[config.mk]
export PLATFORM = sky130hd
export DESIGN_NAME = refresh_multiple_mode_selector
export DESIGN_NICKNAME = d
export VERILOG_FILES = /design/src/sv/rmms_pkg.sv /design/src/sv/rmms_front.sv /design/src/sv/rmms_queue.sv /design/src/sv/rmms_back.sv /design/src/sv/refresh_multiple_mode_selector.sv
export VERILOG_INCLUDE_DIRS = /design/src /design/src/sv
export SDC_FILE = /design/constraint.sdc
export NUM_CORES = 1
export LEC_CHECK = 0
export BUFFER_PORTS_ARGS = -buffer_cell sky130_fd_sc_hd__buf_2
export CAP_MARGIN = 20
export CORE_MARGIN = 2
export CORE_UTILIZATION = 40
export DETAILED_ROUTE_END_ITERATION = 12
export SLEW_MARGIN = 25
export SYNTH_ARGS = -nofsm -noshare
export SYNTH_HDL_FRONTEND = slang
export SYNTH_HIERARCHICAL = 1
export SYNTH_SLANG_ARGS = --single-unit
[constraint.sdc]
create_clock -name clk -period 6.9 [get_ports clk]
set_input_delay 0.69 -clock clk [delete_from_list [all_inputs] [get_ports clk]]
set_output_delay 0.69 -clock clk [all_outputs]
set_load 0.02 [all_outputs]
[src/sv/refresh_multiple_mode_selector_defines.svh]
// assertion macros for the refresh multiple mode selector
// used by rmms_queue and rmms_back; expects clk and arst_n in scope
`ifndef REFRESH_MULTIPLE_MODE_SELECTOR_DEFINES_SVH
`define REFRESH_MULTIPLE_MODE_SELECTOR_DEFINES_SVH
`ifndef SYNTHESIS
// property must hold at every clock edge outside reset
`define RMMS_ASSERT(lbl, prop, msg) \
	lbl: assert property (@(posedge clk) disable iff (!arst_n) prop) else $error(msg);
// condition must never be seen outside reset
`define RMMS_ASSERT_NEVER(lbl, cond, msg) \
	lbl: assert property (@(posedge clk) disable iff (!arst_n) !(cond)) else $error(msg);
`else
`define RMMS_ASSERT(lbl, prop, msg)
`define RMMS_ASSERT_NEVER(lbl, cond, msg)
`endif
`endif

[src/sv/rmms_pkg.sv]
// shared types and constants of the refresh multiple mode selector
// no dependencies
`timescale 1ns / 1ps
package rmms_pkg;

	// fixed field widths
	localparam int FRAME_W = 26;
	localparam int DIM_W   = 16;
	localparam int DEPTH_W = 7;

	// register indexes on the config port
	localparam logic [2:0] REG_FRAME_RATE = 3'd0;
	localparam logic [2:0] REG_USE_MAX    = 3'd1;
	localparam logic [2:0] REG_CUR_WIDTH  = 3'd2;
	localparam logic [2:0] REG_CUR_HEIGHT = 3'd3;
	localparam logic [2:0] REG_CUR_DEPTH  = 3'd4;
	localparam logic [2:0] REG_CUR_FREQ   = 3'd5;

	// nominal frequencies that stand for n+1 times 1000/1001 hz
	localparam logic [15:0] NTSC_F23  = 16'd23;
	localparam logic [15:0] NTSC_F29  = 16'd29;
	localparam logic [15:0] NTSC_F47  = 16'd47;
	localparam logic [15:0] NTSC_F59  = 16'd59;
	localparam logic [15:0] NTSC_F71  = 16'd71;
	localparam logic [15:0] NTSC_F95  = 16'd95;
	localparam logic [15:0] NTSC_F119 = 16'd119;

	// queue between front and back
	localparam int Q_DEPTH = 2;

	typedef struct packed {
		logic do_div;
		logic last;
	} rmms_cls_t;

	localparam int CLS_W = $bits(rmms_cls_t);

	typedef struct packed {
		logic full;
		logic empty;
	} rmms_q_status_t;

	typedef enum logic [1:0] {
		BK_IDLE,
		BK_DIV,
		BK_EVAL,
		BK_REPORT
	} rmms_bk_state_t;

endpackage

[src/sv/rmms_front.sv]
// front: geometry match, effective rate lookup and item classification
// depends on rmms_pkg
`timescale 1ns / 1ps
module rmms_front import rmms_pkg::*; #(
	parameter int RATE_FRAC_BITS = 16,
	parameter int FREQ_BITS      = 10,
	parameter int RATE_W         = FREQ_BITS + RATE_FRAC_BITS
) (
	input  logic [DIM_W-1:0]     mode_width,
	input  logic [DIM_W-1:0]     mode_height,
	input  logic [DEPTH_W-1:0]   mode_depth,
	input  logic [FREQ_BITS-1:0] mode_frequency,
	input  logic                 mode_last,
	input  logic [FRAME_W-1:0]   frame_rate,
	input  logic [DIM_W-1:0]     current_width,
	input  logic [DIM_W-1:0]     current_height,
	input  logic [DEPTH_W-1:0]   current_depth,
	output rmms_cls_t            cls,
	output logic [RATE_W-1:0]    rate,
	output logic [FREQ_BITS-1:0] freq
);

	// rounded (n+1)*1000*2^f/1001
	localparam longint unsigned R23  = ((64'd24000 << RATE_FRAC_BITS) + 64'd500) / 64'd1001;
	localparam longint unsigned R29  = ((64'd30000 << RATE_FRAC_BITS) + 64'd500) / 64'd1001;
	localparam longint unsigned R47  = ((64'd48000 << RATE_FRAC_BITS) + 64'd500) / 64'd1001;
	localparam longint unsigned R59  = ((64'd60000 << RATE_FRAC_BITS) + 64'd500) / 64'd1001;
	localparam longint unsigned R71  = ((64'd72000 << RATE_FRAC_BITS) + 64'd500) / 64'd1001;
	localparam longint unsigned R95  = ((64'd96000 << RATE_FRAC_BITS) + 64'd500) / 64'd1001;
	localparam longint unsigned R119 = ((64'd120000 << RATE_FRAC_BITS) + 64'd500) / 64'd1001;

	logic [15:0] freq_x;
	logic        match;

	assign freq_x = 16'(mode_frequency);
	assign match  = (mode_width == current_width) && (mode_height == current_height)
		&& (mode_depth == current_depth);

	always_comb begin
		unique case (freq_x)
			NTSC_F23:  rate = RATE_W'(R23);
			NTSC_F29:  rate = RATE_W'(R29);
			NTSC_F47:  rate = RATE_W'(R47);
			NTSC_F59:  rate = RATE_W'(R59);
			NTSC_F71:  rate = RATE_W'(R71);
			NTSC_F95:  rate = RATE_W'(R95);
			NTSC_F119: rate = RATE_W'(R119);
			default:   rate = {mode_frequency, {RATE_FRAC_BITS{1'b0}}};
		endcase
	end

	// zero rate or zero frame rate can never qualify, so skip the divider
	assign cls.do_div = match && (mode_frequency != '0) && (frame_rate != '0);
	assign cls.last   = mode_last;
	assign freq       = mode_frequency;

endmodule

[src/sv/rmms_queue.sv]
// small fifo between front and back
// depends on rmms_pkg and the assertion macro header
`timescale 1ns / 1ps
`include "refresh_multiple_mode_selector_defines.svh"
module rmms_queue import rmms_pkg::*; #(
	parameter int WIDTH = 40
) (
	input  logic             clk,
	input  logic             arst_n,
	input  logic             push,
	input  logic [WIDTH-1:0] push_data,
	input  logic             pop,
	output logic [WIDTH-1:0] pop_data,
	output rmms_q_status_t   status
);

	localparam int PTR_W = $clog2(Q_DEPTH);
	localparam int CNT_W = $clog2(Q_DEPTH + 1);

	logic [WIDTH-1:0] mem_q [Q_DEPTH];
	logic [PTR_W-1:0] wr_ptr_q;
	logic [PTR_W-1:0] rd_ptr_q;
	logic [CNT_W-1:0] count_q;

	always_ff @(posedge clk or negedge arst_n) begin
		if (!arst_n) begin
			wr_ptr_q <= '0;
			rd_ptr_q <= '0;
			count_q  <= '0;
		end else begin
			if (push)
				wr_ptr_q <= wr_ptr_q + PTR_W'(1);
			if (pop)
				rd_ptr_q <= rd_ptr_q + PTR_W'(1);
			if (push && !pop)
				count_q <= count_q + CNT_W'(1);
			else if (pop && !push)
				count_q <= count_q - CNT_W'(1);
		end
	end

	always_ff @(posedge clk) begin
		if (push)
			mem_q[wr_ptr_q] <= push_data;
	end

	assign pop_data     = mem_q[rd_ptr_q];
	assign status.full  = (count_q == CNT_W'(Q_DEPTH));
	assign status.empty = (count_q == '0);

	`RMMS_ASSERT_NEVER(a_q_overflow, push && status.full && !pop, "queue written while full")
	`RMMS_ASSERT_NEVER(a_q_underflow, pop && status.empty, "queue read while empty")
	`RMMS_ASSERT(a_q_count, count_q <= CNT_W'(Q_DEPTH), "queue count out of range")

endmodule

[src/sv/rmms_back.sv]
// back: one-bit-per-cycle divider, qualification, best-mode tracking, result register
// depends on rmms_pkg and the assertion macro header
`timescale 1ns / 1ps
`include "refresh_multiple_mode_selector_defines.svh"
module rmms_back import rmms_pkg::*; #(
	parameter int RATE_FRAC_BITS = 16,
	parameter int FREQ_BITS      = 10,
	parameter int RATE_W         = FREQ_BITS + RATE_FRAC_BITS
) (
	input  logic                                clk,
	input  logic                                arst_n,
	input  rmms_q_status_t                      q_status,
	input  logic [CLS_W+RATE_W+FREQ_BITS-1:0]   q_data,
	output logic                                pop,
	input  logic [FRAME_W-1:0]                  frame_rate,
	input  logic                                use_max_multiple,
	input  logic [FREQ_BITS-1:0]                current_frequency,
	output logic                                out_valid,
	input  logic                                out_stall,
	output logic                                found,
	output logic [FREQ_BITS-1:0]                best_frequency,
	output logic                                already_current
);

	localparam int ENTRY_W = CLS_W + RATE_W + FREQ_BITS;
	localparam int DVD_W   = (((RATE_W + 1) > FRAME_W) ? (RATE_W + 1) : FRAME_W) + 1;
	localparam int DVS_W   = FRAME_W + 1;
	localparam int CNT_W   = $clog2(DVD_W + 1);
	localparam longint unsigned TOL = ((64'd15 << RATE_FRAC_BITS) + 64'd500) / 64'd1000;
	// remainder minus frame rate is twice the rate error
	localparam logic [DVS_W:0] TOL2 = (DVS_W + 1)'(TOL << 1);

	rmms_cls_t            e_cls;
	logic [RATE_W-1:0]    e_rate;
	logic [FREQ_BITS-1:0] e_freq;

	rmms_bk_state_t       state_q, state_d;
	logic [CNT_W-1:0]     cnt_q;
	logic [DVD_W-1:0]     dq_q;
	logic [DVS_W-1:0]     rem_q;
	logic [RATE_W-1:0]    rate_q;
	logic [FREQ_BITS-1:0] freq_q;
	logic                 last_q;
	logic                 have_best_q;
	logic [RATE_W-1:0]    best_rate_q;
	logic [FREQ_BITS-1:0] best_freq_q;
	logic                 out_valid_q;
	logic                 found_q;
	logic [FREQ_BITS-1:0] best_frequency_q;
	logic                 already_current_q;

	logic [DVS_W-1:0]     divisor;
	logic [DVS_W:0]       rem_sh;
	logic                 sub_ok;
	logic [DVS_W-1:0]     rem_nx;
	logic [DVD_W-1:0]     dividend;
	logic [DVS_W-1:0]     fr_x;
	logic [DVS_W-1:0]     err2;
	logic                 qual;
	logic                 better;
	logic                 take;
	logic                 out_free;

	assign e_cls  = rmms_cls_t'(q_data[ENTRY_W-1 -: CLS_W]);
	assign e_rate = q_data[RATE_W+FREQ_BITS-1 -: RATE_W];
	assign e_freq = q_data[FREQ_BITS-1:0];

	// restoring division step
	assign divisor  = {frame_rate, 1'b0};
	assign rem_sh   = {rem_q, dq_q[DVD_W-1]};
	assign sub_ok   = rem_sh >= {1'b0, divisor};
	assign rem_nx   = sub_ok ? DVS_W'(rem_sh - {1'b0, divisor}) : rem_sh[DVS_W-1:0];
	assign dividend = DVD_W'({e_rate, 1'b0}) + DVD_W'(frame_rate);

	// qualification from quotient and remainder
	assign fr_x   = DVS_W'(frame_rate);
	assign err2   = (rem_q >= fr_x) ? (rem_q - fr_x) : (fr_x - rem_q);
	assign qual   = (dq_q != '0) && (use_max_multiple || (dq_q == DVD_W'(1)))
		&& ({1'b0, err2} <= TOL2);
	assign better = use_max_multiple ? (rate_q > best_rate_q) : (rate_q < best_rate_q);
	assign take   = qual && (!have_best_q || better);

	assign out_free = !out_valid_q || !out_stall;

	always_comb begin
		state_d = state_q;
		pop     = 1'b0;
		unique case (state_q)
			BK_IDLE: begin
				if (!q_status.empty) begin
					pop = 1'b1;
					if (e_cls.do_div)
						state_d = BK_DIV;
					else if (e_cls.last)
						state_d = BK_REPORT;
				end
			end
			BK_DIV: begin
				if (cnt_q == CNT_W'(1))
					state_d = BK_EVAL;
			end
			BK_EVAL: begin
				state_d = last_q ? BK_REPORT : BK_IDLE;
			end
			BK_REPORT: begin
				if (out_free)
					state_d = BK_IDLE;
			end
			default: state_d = BK_IDLE;
		endcase
	end

	always_ff @(posedge clk or negedge arst_n) begin
		if (!arst_n) begin
			state_q     <= BK_IDLE;
			cnt_q       <= '0;
			have_best_q <= 1'b0;
			best_rate_q <= '0;
			best_freq_q <= '0;
			out_valid_q <= 1'b0;
		end else begin
			state_q <= state_d;
			if (pop)
				cnt_q <= CNT_W'(DVD_W);
			else if (state_q == BK_DIV)
				cnt_q <= cnt_q - CNT_W'(1);
			if (state_q == BK_EVAL && take) begin
				have_best_q <= 1'b1;
				best_rate_q <= rate_q;
				best_freq_q <= freq_q;
			end else if (state_q == BK_REPORT && out_free) begin
				have_best_q <= 1'b0;
				best_rate_q <= '0;
				best_freq_q <= '0;
			end
			if (state_q == BK_REPORT && out_free)
				out_valid_q <= 1'b1;
			else if (!out_stall)
				out_valid_q <= 1'b0;
		end
	end

	always_ff @(posedge clk) begin
		if (pop) begin
			rate_q <= e_rate;
			freq_q <= e_freq;
			last_q <= e_cls.last;
			dq_q   <= dividend;
			rem_q  <= '0;
		end else if (state_q == BK_DIV) begin
			dq_q  <= {dq_q[DVD_W-2:0], sub_ok};
			rem_q <= rem_nx;
		end
		if (state_q == BK_REPORT && out_free) begin
			found_q           <= have_best_q;
			best_frequency_q  <= have_best_q ? best_freq_q : '0;
			already_current_q <= have_best_q && (best_freq_q == current_frequency);
		end
	end

	assign out_valid       = out_valid_q;
	assign found           = found_q;
	assign best_frequency  = best_frequency_q;
	assign already_current = already_current_q;

	`RMMS_ASSERT(a_div_count, (state_q == BK_DIV) |-> (cnt_q != '0), "divider ran out of steps")
	`RMMS_ASSERT(a_report_clears, $rose(out_valid_q) |-> !have_best_q, "best not cleared on report")
	`RMMS_ASSERT(a_best_nonzero, have_best_q |-> (best_freq_q != '0), "zero frequency kept as best")
	`RMMS_ASSERT_NEVER(a_pop_busy, pop && (state_q != BK_IDLE), "queue read while busy")

endmodule

[src/sv/refresh_multiple_mode_selector.sv]
// top level of the refresh multiple mode selector: config registers and module wiring
// depends on rmms_pkg, rmms_front, rmms_queue and rmms_back
`timescale 1ns / 1ps
// picks the best refresh rate for a video frame rate out of a list of display modes.
// modes arrive one per input transaction; only those whose width, height and depth match
// the current mode are looked at. a matching mode with a nonzero frequency takes one queue
// pop, one division step per bit of the 2*rate+frame_rate dividend, i.e. max(rate width
// + 1, 26) + 1 steps, then an evaluation step; that bit-serial divider in the back end
// sets the throughput. modes that do not match, or have zero frequency or a zero frame
// rate, skip the divider. a two-entry queue between the classifier and the divider lets
// input transactions keep arriving while a division runs. the transaction carrying
// mode_last yields one result transaction (found, best_frequency, already_current),
// registered from the report state once the output is free and held in an output
// register until taken. config registers sit on a small apb port at byte address
// 4*index and should be written only while no list is in flight.
module refresh_multiple_mode_selector import rmms_pkg::*; #(
	parameter int RATE_FRAC_BITS = 16,
	parameter int FREQ_BITS      = 10
) (
	input  logic                 clk,
	input  logic                 arst_n,
	// apb config port
	input  logic                 psel,
	input  logic                 penable,
	input  logic                 pwrite,
	input  logic [4:0]           paddr,
	input  logic [31:0]          pwdata,
	output logic [31:0]          prdata,
	output logic                 pready,
	// mode input channel
	input  logic                 in_valid,
	output logic                 in_stall,
	input  logic [DIM_W-1:0]     mode_width,
	input  logic [DIM_W-1:0]     mode_height,
	input  logic [DEPTH_W-1:0]   mode_depth,
	input  logic [FREQ_BITS-1:0] mode_frequency,
	input  logic                 mode_last,
	// result channel
	output logic                 out_valid,
	input  logic                 out_stall,
	output logic                 found,
	output logic [FREQ_BITS-1:0] best_frequency,
	output logic                 already_current
);

	localparam int RATE_W  = FREQ_BITS + RATE_FRAC_BITS;
	localparam int ENTRY_W = CLS_W + RATE_W + FREQ_BITS;

	// config registers
	logic [FRAME_W-1:0]   frame_rate_q;
	logic                 use_max_q;
	logic [DIM_W-1:0]     cur_width_q;
	logic [DIM_W-1:0]     cur_height_q;
	logic [DEPTH_W-1:0]   cur_depth_q;
	logic [FREQ_BITS-1:0] cur_freq_q;

	logic                 cfg_wr;
	logic [2:0]           cfg_idx;

	// front to queue
	rmms_cls_t            f_cls;
	logic [RATE_W-1:0]    f_rate;
	logic [FREQ_BITS-1:0] f_freq;
	logic                 push;
	logic [ENTRY_W-1:0]   push_data;

	// queue to back
	logic [ENTRY_W-1:0]   pop_data;
	logic                 pop;
	rmms_q_status_t       q_status;

	assign pready  = 1'b1;
	assign cfg_wr  = psel && penable && pwrite;
	assign cfg_idx = paddr[4:2];

	// register writes, out-of-range indexes are dropped
	always_ff @(posedge clk or negedge arst_n) begin
		if (!arst_n) begin
			frame_rate_q <= '0;
			use_max_q    <= 1'b1;
			cur_width_q  <= '0;
			cur_height_q <= '0;
			cur_depth_q  <= DEPTH_W'(32);
			cur_freq_q   <= FREQ_BITS'(60);
		end else if (cfg_wr) begin
			unique case (cfg_idx)
				REG_FRAME_RATE: frame_rate_q <= pwdata[FRAME_W-1:0];
				REG_USE_MAX:    use_max_q    <= pwdata[0];
				REG_CUR_WIDTH:  cur_width_q  <= pwdata[DIM_W-1:0];
				REG_CUR_HEIGHT: cur_height_q <= pwdata[DIM_W-1:0];
				REG_CUR_DEPTH:  cur_depth_q  <= pwdata[DEPTH_W-1:0];
				REG_CUR_FREQ:   cur_freq_q   <= pwdata[FREQ_BITS-1:0];
				default: ;
			endcase
		end
	end

	// register readback
	always_comb begin
		unique case (cfg_idx)
			REG_FRAME_RATE: prdata = 32'(frame_rate_q);
			REG_USE_MAX:    prdata = 32'(use_max_q);
			REG_CUR_WIDTH:  prdata = 32'(cur_width_q);
			REG_CUR_HEIGHT: prdata = 32'(cur_height_q);
			REG_CUR_DEPTH:  prdata = 32'(cur_depth_q);
			REG_CUR_FREQ:   prdata = 32'(cur_freq_q);
			default:        prdata = '0;
		endcase
	end

	// classify each mode as it is accepted
	rmms_front #(
		.RATE_FRAC_BITS (RATE_FRAC_BITS),
		.FREQ_BITS      (FREQ_BITS),
		.RATE_W         (RATE_W)
	) u_front (
		.mode_width     (mode_width),
		.mode_height    (mode_height),
		.mode_depth     (mode_depth),
		.mode_frequency (mode_frequency),
		.mode_last      (mode_last),
		.frame_rate     (frame_rate_q),
		.current_width  (cur_width_q),
		.current_height (cur_height_q),
		.current_depth  (cur_depth_q),
		.cls            (f_cls),
		.rate           (f_rate),
		.freq           (f_freq)
	);

	// input stalls only when the queue is full
	assign in_stall  = q_status.full;
	assign push      = in_valid && !q_status.full;
	assign push_data = {f_cls, f_rate, f_freq};

	rmms_queue #(
		.WIDTH (ENTRY_W)
	) u_queue (
		.clk       (clk),
		.arst_n    (arst_n),
		.push      (push),
		.push_data (push_data),
		.pop       (pop),
		.pop_data  (pop_data),
		.status    (q_status)
	);

	// division, best tracking and result register
	rmms_back #(
		.RATE_FRAC_BITS (RATE_FRAC_BITS),
		.FREQ_BITS      (FREQ_BITS),
		.RATE_W         (RATE_W)
	) u_back (
		.clk               (clk),
		.arst_n            (arst_n),
		.q_status          (q_status),
		.q_data            (pop_data),
		.pop               (pop),
		.frame_rate        (frame_rate_q),
		.use_max_multiple  (use_max_q),
		.current_frequency (cur_freq_q),
		.out_valid         (out_valid),
		.out_stall         (out_stall),
		.found             (found),
		.best_frequency    (best_frequency),
		.already_current   (already_current)
	);

endmodule
==> results by stage, run 1 <==
Global routing:
- The number of global-route vias before repair is between 10k and 15k.
- The first global-routing pass estimated about 74 mm of wire.
- Summed over all layers, the global routing overflow is 0.
- The initial antenna violation count came to 0.
- The global-route total usage across every layer is 19.9%.
- Entering global routing, the biggest net connects 69 pins.

Power and ir drop:
- The net switching power figure is roughly 0.0038 W.
- Registers are responsible for about a third of the overall power.
- The design internal power is 0.00537 W.
- The relative contribution of combinational cells to total power is between 40% and 50%.
- The static leakage power is between 8 and 9 nW.
- The clock network burns roughly a fifth of the power.
- VDD sags by at most approximately 0.24 mV.
- In this run switching power makes up 41.6% of total power.
- The power density over the cells is ~450 mW/mm^2.

Synth:
- The number of enable-type register cells in the synthesized netlist is 153.
- By area the synthesized netlist is led by sky130_fd_sc_hd__edfxtp_1, sky130_fd_sc_hd__dfrtp_1, sky130_fd_sc_hd__ha_1.
- The cell type with the largest total area after synthesis is sky130_fd_sc_hd__edfxtp_1.
- The flop and latch count out of synthesis is just over 300.
- Of all flip-flops after synthesis, the portion carrying an async set or reset was 41.0%.
- The number of unique standard cell types used by synthesis is 89.
- The cell area that synthesis handed to floorplanning was 0.0185 sq mm.
- The dominant synthesized flop cell is sky130_fd_sc_hd__edfxtp_1.
- For this run, the register share of the synthesized area comes to 44.7%.
- For this run, the number of Yosys warnings is 6.
- The area share of the largest cell type after synthesis is between 20 and 25%.
- Synthesis handed over a netlist of approximately 1.7k instances.
- The post-synthesis average cell area is about 11 sq um.

Route:
- The post-route DRC violation count is 0.
- The remaining antenna violation count after routing is 0.
- The number of detailed-routing iterations run before antenna repair is 5.
- Detailed routing inserted a total of around 13k vias.
- The average wire per standard cell is 19.6 um.
- After detailed routing, the number of vias per cell comes to 5.52.
- Wires add up to between 40 and 50 mm.
- The first-iteration detailed-routing DRC count is just over 900.

Timing:
- The total negative setup slack is 0 ps.
- Setup repair after global routing left no endpoint under its margin.
- The upper clock frequency limit is between 150 and 200 MHz.
- The final count of pins violating max slew is 0.
- The post-route fraction of the period consumed by the critical path is ~77%.
- The hold violation count in the final report was 0.
- Setup violations remaining at the end of the flow were counted as 0.
- The final critical-path required period is roughly 5300 ps.
- At the pin with the least slew margin, the transition time is approximately 1100 ps.
- The normalized max-slew margin is between 20% and 30%.
- The clock tree skew after final layout is approximately 24 ps.

Worst setup path:
- The data required time at the worst endpoint is about 7300 ps.
- The cell depth of the worst setup path is 14.
- Walking the worst path, the cells encountered are inv_1, ha_1, nand3_1, a211o_1, o211a_1, a211oi_1, a21boi_0, xnor2_1, a2111oi_0, nand3_1, a2111oi_4, o2111ai_4, buf_4, mux2_1.
- The critical path capture point type is a flop.
- In this run the register-to-register setup slack is about 1600 ps.
- The arrival time of the worst setup path is around 5800 ps.
- The worst setup path is launched from a flop.
- The worst reg-to-reg path cell count is 14.
- The maximum fanout count along the critical path is 37.
- The startpoint of the lowest-slack register-to-register path is frame_rate_q[8].
- The peak per-stage delay on the critical path is 650 ps.
- The worst reg2reg path endpoint is u_back/best_rate_q[22].
- Broken down by cell family, the worst path's largest delay share belongs to compound AO/OA/AOI/OAI gates.
- The critical path is of the reg -> reg type.
- The library cell contributing the largest single delay on the critical path is sky130_fd_sc_hd__a211oi_1.
- The most numerous cell on the critical path is sky130_fd_sc_hd__nand3_1.
- The critical path buffer and inverter count is 2.

Clocking:
- The total CTS buffers is 37.
- The H-tree was split into 2 levels.
- Buffers inserted to repair hold after CTS numbered 0.
- The insertion delay to the later sink of the worst-skew pair is between 500 and 600 ps.
- The clock passes through at most 3 buffers.
- After clock tree synthesis, the repair step resized 0 gates.
- The clock-pin slew of the registers on the worst-case setup and hold paths is around 60 ps.
- Once the clock tree was built, the setup fixing pass inserted 0 buffers.
- For this design, the sink count on the clock tree is 305.
- The cell sitting at the root of the clock tree is a sky130_fd_sc_hd__clkbuf_16.
- TritonCTS built the clock tree.

Run:
- Max-cap violations in this run came to 0.

Die:
- The die width is about 220 um.
- The I/O pin total is about 140.
- The area of the die is 0.0480 sq mm.
- In this run the core area contains 78 standard-cell rows.
- The starting density of the core is roughly two fifths.
- In this run the standard cell core region covers 0.0456 sq mm.
- The height of the chip is about 220 um.

Placed design:
- The number of cells in the design after placement is 2372.
- The detailed placer's ending HPWL is between 30 and 40 mm.
- In this run the tool buffered the top-level ports with about 130 buffer cells.
- The final estimated routing congestion in global placement is approximately 0.93.

Cells and area:
- Excluding fillers, the count of instances in the completed layout stands at roughly 2.4k.
- The antenna diode count is 0.
- The number of nets in the layout is 2014.
- Cells with a size suffix above 1 make up 20.8% of the layout.
- Compared with the post-synthesis result, the final layout area differs by 11.4%.

Worst hold path:
- The class of the most critical hold timing path is in -> async.

Status:
- The run finished with clean final reports.
[state kept, by name (all words and copies together) (netlist names), 2 cells and up]
name	cells
cur_depth_q	7
cur_freq_q	10
cur_height_q	16
cur_width_q	16
frame_rate_q	26
u_back/best_freq_q	10
u_back/best_frequency	10
u_back/best_rate_q	26
u_back/cnt_q	5
u_back/dq_q	28
u_back/freq_q	10
u_back/rate_q	26
u_back/rem_q	27
u_back/state_q	2
u_queue/count_q	2
u_queue/mem_q	76
[placed cells by master (no fill, tap or decap), types with 13 or more instances in the layout]
master and count:
sky130_fd_sc_hd__clkbuf_16 37, sky130_fd_sc_hd__a21o_1 34, sky130_fd_sc_hd__nand4_1 20, sky130_fd_sc_hd__nor2b_1 21, sky130_fd_sc_hd__nand2_1 95, sky130_fd_sc_hd__xor2_1 67, sky130_fd_sc_hd__nand2b_1 17, sky130_fd_sc_hd__buf_2 124
sky130_fd_sc_hd__edfxtp_1 153, sky130_fd_sc_hd__ha_1 106, sky130_fd_sc_hd__a31oi_1 17, sky130_fd_sc_hd__xnor2_1 50, sky130_fd_sc_hd__mux2i_1 20, sky130_fd_sc_hd__mux2_2 116, sky130_fd_sc_hd__mux2_4 34, sky130_fd_sc_hd__and2_1 26
sky130_fd_sc_hd__nor2_1 106, sky130_fd_sc_hd__inv_1 108, sky130_fd_sc_hd__o22ai_1 25, sky130_fd_sc_hd__nor4_1 34, sky130_fd_sc_hd__dfxtp_1 27, sky130_fd_sc_hd__a21oi_1 94, sky130_fd_sc_hd__o21ai_0 89, sky130_fd_sc_hd__nand3_1 32
sky130_fd_sc_hd__dfrtp_1 118, sky130_fd_sc_hd__o21bai_1 13, sky130_fd_sc_hd__a22oi_1 13, sky130_fd_sc_hd__nor3_1 17
[synth_stat cells, types with 7 or more instances]
| library cell | n |
|---|---|
| sky130_fd_sc_hd__mux2_4 | 34 |
| sky130_fd_sc_hd__buf_2 | 8 |
| sky130_fd_sc_hd__buf_6 | 9 |
| sky130_fd_sc_hd__dfxtp_1 | 27 |
| sky130_fd_sc_hd__o21bai_1 | 13 |
| sky130_fd_sc_hd__o21a_1 | 7 |
| sky130_fd_sc_hd__a22oi_1 | 13 |
| sky130_fd_sc_hd__nor2_1 | 107 |
| sky130_fd_sc_hd__o22ai_1 | 25 |
| sky130_fd_sc_hd__ha_1 | 106 |
| sky130_fd_sc_hd__o211ai_1 | 10 |
| sky130_fd_sc_hd__nor2b_1 | 22 |
| sky130_fd_sc_hd__mux2i_1 | 20 |
| sky130_fd_sc_hd__o31ai_1 | 9 |
| sky130_fd_sc_hd__buf_4 | 30 |
| sky130_fd_sc_hd__edfxtp_1 | 153 |
| sky130_fd_sc_hd__a31oi_1 | 17 |
| sky130_fd_sc_hd__nor3_1 | 18 |
| sky130_fd_sc_hd__o21ai_0 | 90 |
| sky130_fd_sc_hd__a21oi_1 | 95 |
| sky130_fd_sc_hd__xnor2_1 | 50 |
| sky130_fd_sc_hd__nand2_1 | 95 |
| sky130_fd_sc_hd__nand2b_1 | 17 |
| sky130_fd_sc_hd__and3_1 | 7 |
| sky130_fd_sc_hd__inv_1 | 108 |
| sky130_fd_sc_hd__and2_1 | 27 |
| sky130_fd_sc_hd__o221ai_1 | 10 |
| sky130_fd_sc_hd__xor2_1 | 67 |
| sky130_fd_sc_hd__clkbuf_1 | 57 |
| sky130_fd_sc_hd__dfrtp_1 | 119 |
| sky130_fd_sc_hd__a21o_1 | 34 |
| sky130_fd_sc_hd__nand3_1 | 32 |
| sky130_fd_sc_hd__nand4_1 | 20 |
| sky130_fd_sc_hd__a211oi_1 | 12 |
| sky130_fd_sc_hd__mux2_2 | 116 |
| sky130_fd_sc_hd__nor4_1 | 34 |
[logic make-up after synthesis]
kind of cell | synth area share (%)
flops | 44.7
simple gates | 12.1
other cells | 0.0406
buf+inv | 5.53
mux | 11.3
fa+ha+maj | 7.49
compound gates | 13.4
xor+xnor | 5.53
[worst register-to-register path: stages, from the launching register on]
cell and delay, ps:
sky130_fd_sc_hd__dfrtp_1 570, sky130_fd_sc_hd__inv_1 90, sky130_fd_sc_hd__ha_1 500, sky130_fd_sc_hd__nand3_1 300, sky130_fd_sc_hd__a211o_1 360, sky130_fd_sc_hd__o211a_1 210
sky130_fd_sc_hd__a211oi_1 650, sky130_fd_sc_hd__a21boi_0 260, sky130_fd_sc_hd__xnor2_1 210, sky130_fd_sc_hd__a2111oi_0 410, sky130_fd_sc_hd__nand3_1 230, sky130_fd_sc_hd__a2111oi_4 440
sky130_fd_sc_hd__o2111ai_4 180, sky130_fd_sc_hd__buf_4 370, sky130_fd_sc_hd__mux2_1 420
[cell type report]
type                    count  area, sq um
clock buffers              51         1020
multi-input cells        1221         9280
repair buffers            136          727
clock inverters            16          173
fillers                  4242        24900
flip-flops and latches    305         8270
well taps                 600          751
inverters                 110          413
[through the flow]
stage | power (W) | hold slack [ps] | area, sq um | utilization, % | setup slack (ps)
after floorplan | 0.00605 | 394 | 18500 | - | 2550
after CTS | 0.00920 | 129 | 20600 | 45.3 | 1680
after detailed placement | 0.00723 | 470 | 19400 | 42.6 | 1730
after global placement | 0.00713 | 460 | 19400 | 42.6 | 1790
after global routing | 0.00982 | 151 | 20600 | 45.3 | 1410
final | 0.00918 | 118 | 20600 | 45.3 | 1560
[worst max-delay path by stage]
stage,from,end
final,frame_rate_q[8],u_back/best_rate_q[22]
after global routing,frame_rate_q[0],u_back/best_rate_q[22]
after CTS,frame_rate_q[8],u_back/best_rate_q[22]
after detailed placement,frame_rate_q[8],u_back/best_rate_q[22]
after global placement,frame_rate_q[8],u_back/best_rate_q[22]
after floorplan,frame_rate_q[1],u_back/best_rate_q[20]
[per-layer routing]
metal	up-vias	share of wire (%)	GRT usage, %
met3	82	4.6	2.69
met2	315	48	33.2
li1	6434	-	-
met5	-	0	0
met1	6635	45	26.6
met4	0	2.7	6.64
[power by group through the flow]
stage / Combinational (W) / Sequential (W) / Clock, W
after CTS: 0.00425 / 0.00298 / 0.00198
final: 0.00429 / 0.00297 / 0.00193
after floorplan: 0.00322 / 0.00283 / 0
after global routing: 0.00474 / 0.00304 / 0.00205
after global placement: 0.00414 / 0.00299 / 0
after detailed placement: 0.00422 / 0.00301 / 0
Power figures use the tool's default switching activity.
==> run 2: changes to the inputs <==
Settings changed: ABC_AREA from default to 1.
Clock period 6.9 ns to 5.3 ns, I/O delays scaled along.
==> run 2 against run 1 <==
  * Via count grew 29%
  * Core utilization grew 0.063 points
  * Sequential share of layout area shrank 2.9 points
  * Register-to-register slack lost 250 ps
  * Combinational power grew 56%
  * Global-route usage grew 2.7 points
  * Largest power group unchanged
==> results by stage, run 2 <==
Power and ir drop:
- The relative contribution of combinational cells to total power is between 50% and 60%.
- The clock network burns a little under a fifth of the power.
- The internal portion of the total power is roughly 0.0072 W.
- Of the total power, registers draw just over 30%.
- The fraction of power spent switching nets is around 46%.
- In this run the power density over the cells is approximately 600 mW/mm^2.
- Summed over all nets, the switching power comes to about 0.0061 W.
- The static leakage power is approximately 11 nW.
- The worst ir drop on vdd is 0.282 mV.

Timing:
- Based on the critical path, the design can be clocked at up to between 200 and 300 MHz.
- The final setup violation count is 0.
- The hold violation count in the final report was 0.
- Counting I/O delays and the setup requirement, the final critical path takes ~4000 ps.
- In this run the tightest slew margin relative to its limit is 45.2%.
- The clock arrives with ~17 ps of skew.
- Summed over all failing endpoints, the final setup total negative slack is 0 ps.
- Setup repair after global routing left no endpoint under its margin.
- The final count of pins violating max slew was 0.
- The actual transition at the worst max-transition pin is between 800 and 900 ps.
- The final critical path takes up approximately three quarters of the cycle.

Cells and area:
- The share of post-route cells with drive strength above 1 is a little under an eighth.
- The area added between synthesis and finish is 11.5%.
- The final-layout fill cell count is a little under 5k.
- The antenna diode count is 0.
- For this run, the post-layout net count is a little under 3k.
- More flip-flops sit in one register than any other, and that register is u_queue/mem_q.
- The most frequent standard cell in the layout excluding fill and tap cells is sky130_fd_sc_hd__nand2_1.
- In the layout the commonest cells are sky130_fd_sc_hd__nand2_1, sky130_fd_sc_hd__inv_1, sky130_fd_sc_hd__nor2_1, sky130_fd_sc_hd__o21ai_0, sky130_fd_sc_hd__edfxtp_1.
- The register with the most flip-flops in the layout has 76 of them.
- Once layout is complete, the utilization of the core stands at about 45%.
- The largest registers in the layout are u_queue/mem_q: 76 flops, u_back/dq_q: 28 flops, u_back/rem_q: 27 flops.

Synth:
- The synthesized netlist occupies a cell area of approximately 0.02 sq mm.
- The fraction of synthesis flops using an asynchronous set or reset pin is between 40% and 50%.
- The cell count after synthesis is ~2.6k.
- The flop and latch count out of synthesis is ~310.
- The cell type with the largest total area after synthesis is sky130_fd_sc_hd__edfxtp_1.
- The number of enable-type register cells in the synthesized netlist is ~150.
- In the post-synthesis netlist, the cell with the most instances is sky130_fd_sc_hd__nand2_1.
- By area the synthesized netlist is led by sky130_fd_sc_hd__edfxtp_1, sky130_fd_sc_hd__nand2_1, sky130_fd_sc_hd__dfrtp_1.
- The synthesis warning total is 6.
- In the synthesized netlist, the cells that appear most often are sky130_fd_sc_hd__nand2_1, sky130_fd_sc_hd__inv_1, sky130_fd_sc_hd__nor2_1.
- The number of unique standard cell types used by synthesis is just over 60.
- The post-synthesis average cell area is around 7.6 sq um.
- Of the post-synthesis cell area, the dominant cell type holds 23.0%.
- Sequential elements use between 40 and 50% of the synthesized area.
- In the synthesized netlist the dominant register cell turns out to be sky130_fd_sc_hd__edfxtp_1.

Clocking:
- The largest buffer count on any clock path is 3.
- The clock sink count is 305.
- Post-CTS repair changed the size of 0 cells.
- The number of buffers added to fix hold violations after cts is 0.
- The H-tree was split into 2 levels.
- The total CTS buffers is 37.
- Clock-pin slew was measured on the worst setup and hold paths at around 70 ps.
- Clock latency on the worst-skew pair, taken at its later pin, is 560 ps.
- TritonCTS built the clock tree.
- The cell at the root of the clock tree is sky130_fd_sc_hd__clkbuf_16.
- The number of setup buffers added after CTS is 0.

Route:
- The post-route DRC violation count is 0.
- The remaining antenna violation count after routing is 0.
- The total number of vias is around 17k.
- Dividing the detail-routed wire length by the instance count gives approximately 17 um.
- In the routed layout, each cell is associated on average with a via count of 5.11.
- The final wirelength is 57.9 mm.
- The first detailed-routing pass took 5 iterations.
- The first-iteration detailed-routing DRC count is ~1.4k.

Global routing:
- The initial antenna violation count was 0.
- The first global-routing pass estimated between 90 and 100 mm of wire.
- Global routing finished with a remaining overflow of 0.
- The global-route total usage across every layer is between 20% and 30%.
- The largest net degree at the start of global routing is around 80.
- The number of global-route vias before repair is 16.6k.

Die:
- The I/O pin total is between 100 and 150.
- The initialized floorplan defines 81 standard-cell rows.
- The die is about 230 um wide.
- From bottom edge to top edge, the die measures 227 um.
- The core region area is between 0.04 and 0.05 sq mm.
- The starting density of the core is around two fifths.
- The die covers between 0.05 and 0.06 sq mm.

Worst setup path:
- The critical path capture point type is a flop.
- The setup path with the least slack is of type reg -> reg.
- The data required time at the worst endpoint is between 5000 and 6000 ps.
- The kind of launch point of the worst setup path is a flop.
- The critical path launch point is frame_rate_q[11].
- The flop-to-flop setup slack is around 1300 ps.
- The startpoint identified for the worst register-to-register timing path is frame_rate_q[11].
- The arrival time of the worst setup path is about 4400 ps.
- In this run the worst path has a maximum fanout of 37.

Placed design:
- The count of buffers from port buffering is 125.
- At the end of routability-driven placement, the weighted congestion stood at around 0.95.
- The detailed placer's ending HPWL is 43.7 mm.

Worst hold path:
- The worst hold path belongs to the class in -> async.

Status:
- The flow ran to the end, and the final reports show no timing, DRC or antenna violations.

Run:
- The tool flagged a number of max-cap violations equal to 0.
run 2: cell count changes after synthesis, moves of 30 or more:
cell,before,now
sky130_fd_sc_hd__o21ai_0,90,158
sky130_fd_sc_hd__mux2_2,116,28
sky130_fd_sc_hd__a21o_1,34,0
sky130_fd_sc_hd__inv_1,108,375
sky130_fd_sc_hd__nand3_1,32,152
sky130_fd_sc_hd__xnor2_1,50,19
sky130_fd_sc_hd__nand4_1,20,78
sky130_fd_sc_hd__nor2_1,107,191
sky130_fd_sc_hd__nor4_1,34,4
sky130_fd_sc_hd__nand2_1,95,817
sky130_fd_sc_hd__xor2_1,67,29
run 2: final cells by class:
cell class,instances,area [sq um],share of cell area [%]
multi-input cells,1828,9640,43.4
well taps,664,831,3.74
clock inverters,11,116,0.523
inverters,396,1490,6.69
flip-flops and latches,305,8270,37.2
repair buffers,146,802,3.61
clock buffers,55,1090,4.88
run 2: power by group through the flow:
stage,Combinational (W),Clock (W),Sequential [W]
2_1_floorplan,0.00485,0,0.00390
3_3_place_gp,0.00647,0,0.00408
3_5_place_dp,0.00660,0,0.00411
4_1_cts,0.00664,0.00259,0.00407
5_1_grt,0.00754,0.00268,0.00417
6_report,0.00669,0.00252,0.00407
run 2: worst max-delay path, cell delays in order, from the launching register on:
cell	delay, ps
sky130_fd_sc_hd__dfrtp_1	630
sky130_fd_sc_hd__inv_1	90
sky130_fd_sc_hd__ha_1	440
sky130_fd_sc_hd__nand2_1	140
sky130_fd_sc_hd__nor2_1	200
sky130_fd_sc_hd__nand2_1	150
sky130_fd_sc_hd__nor3_4	220
sky130_fd_sc_hd__nand3_2	140
sky130_fd_sc_hd__nand3_2	110
sky130_fd_sc_hd__inv_2	170
sky130_fd_sc_hd__nor2_1	170
sky130_fd_sc_hd__nand3_1	80
sky130_fd_sc_hd__nand2_1	110
sky130_fd_sc_hd__nand2_1	90
sky130_fd_sc_hd__nor3_4	300
sky130_fd_sc_hd__nand3_4	500
sky130_fd_sc_hd__nand3_1	220
sky130_fd_sc_hd__nand2_1	70
run 2: cell families (layout without fill, tap and decap cells):
logic type      Yosys count  count (layout)  synth area share (%)
mux                      38              38                  2.33
flops                   305             305                  41.5
other cells               2               7                0.0377
xor+xnor                 48              48                  2.11
fa+ha+maj               109             109                  6.95
compound gates          310             310                  8.27
simple gates           1316            1316                  28.5
buf+inv                 496             608                  10.4
run 2: final timing paths:
check                                         to  cells after the start
max in group asynchronous        frame_rate_q[6]                      2
min in group clk            u_queue/mem_q[1][36]                      1
min reg2reg                      u_back/cnt_q[4]                      1
max reg2reg                u_back/best_freq_q[9]                     17
min                        u_back/best_freq_q[3]                      1
max                        u_back/best_freq_q[9]                     17
run 2: per-stage QoR:
step	hold slack, ps	power, W	cell area, sq um	std cells	worst slack (ps)
6_report	6.55	0.0133	22200	3405	1310
5_1_grt	45.3	0.0144	22200	3405	988
4_1_cts	10.2	0.0133	22200	3405	1390
3_5_place_dp	484	0.0107	21000	3339	1410
3_3_place_gp	478	0.0106	21000	3338	1450
2_1_floorplan	234	0.00875	20000	2629	2190
run 2: metal layers:
| metal | GRT usage (%) | part of all wire, % | up-vias |
|---|---|---|---|
| met4 | 6.16 | 2.3 | 0 |
| met5 | 0 | 0 | - |
| met2 | 38.4 | 48 | 423 |
| li1 | - | - | 8634 |
| met1 | 30.2 | 45 | 8253 |
| met3 | 2.77 | 4.7 | 80 |
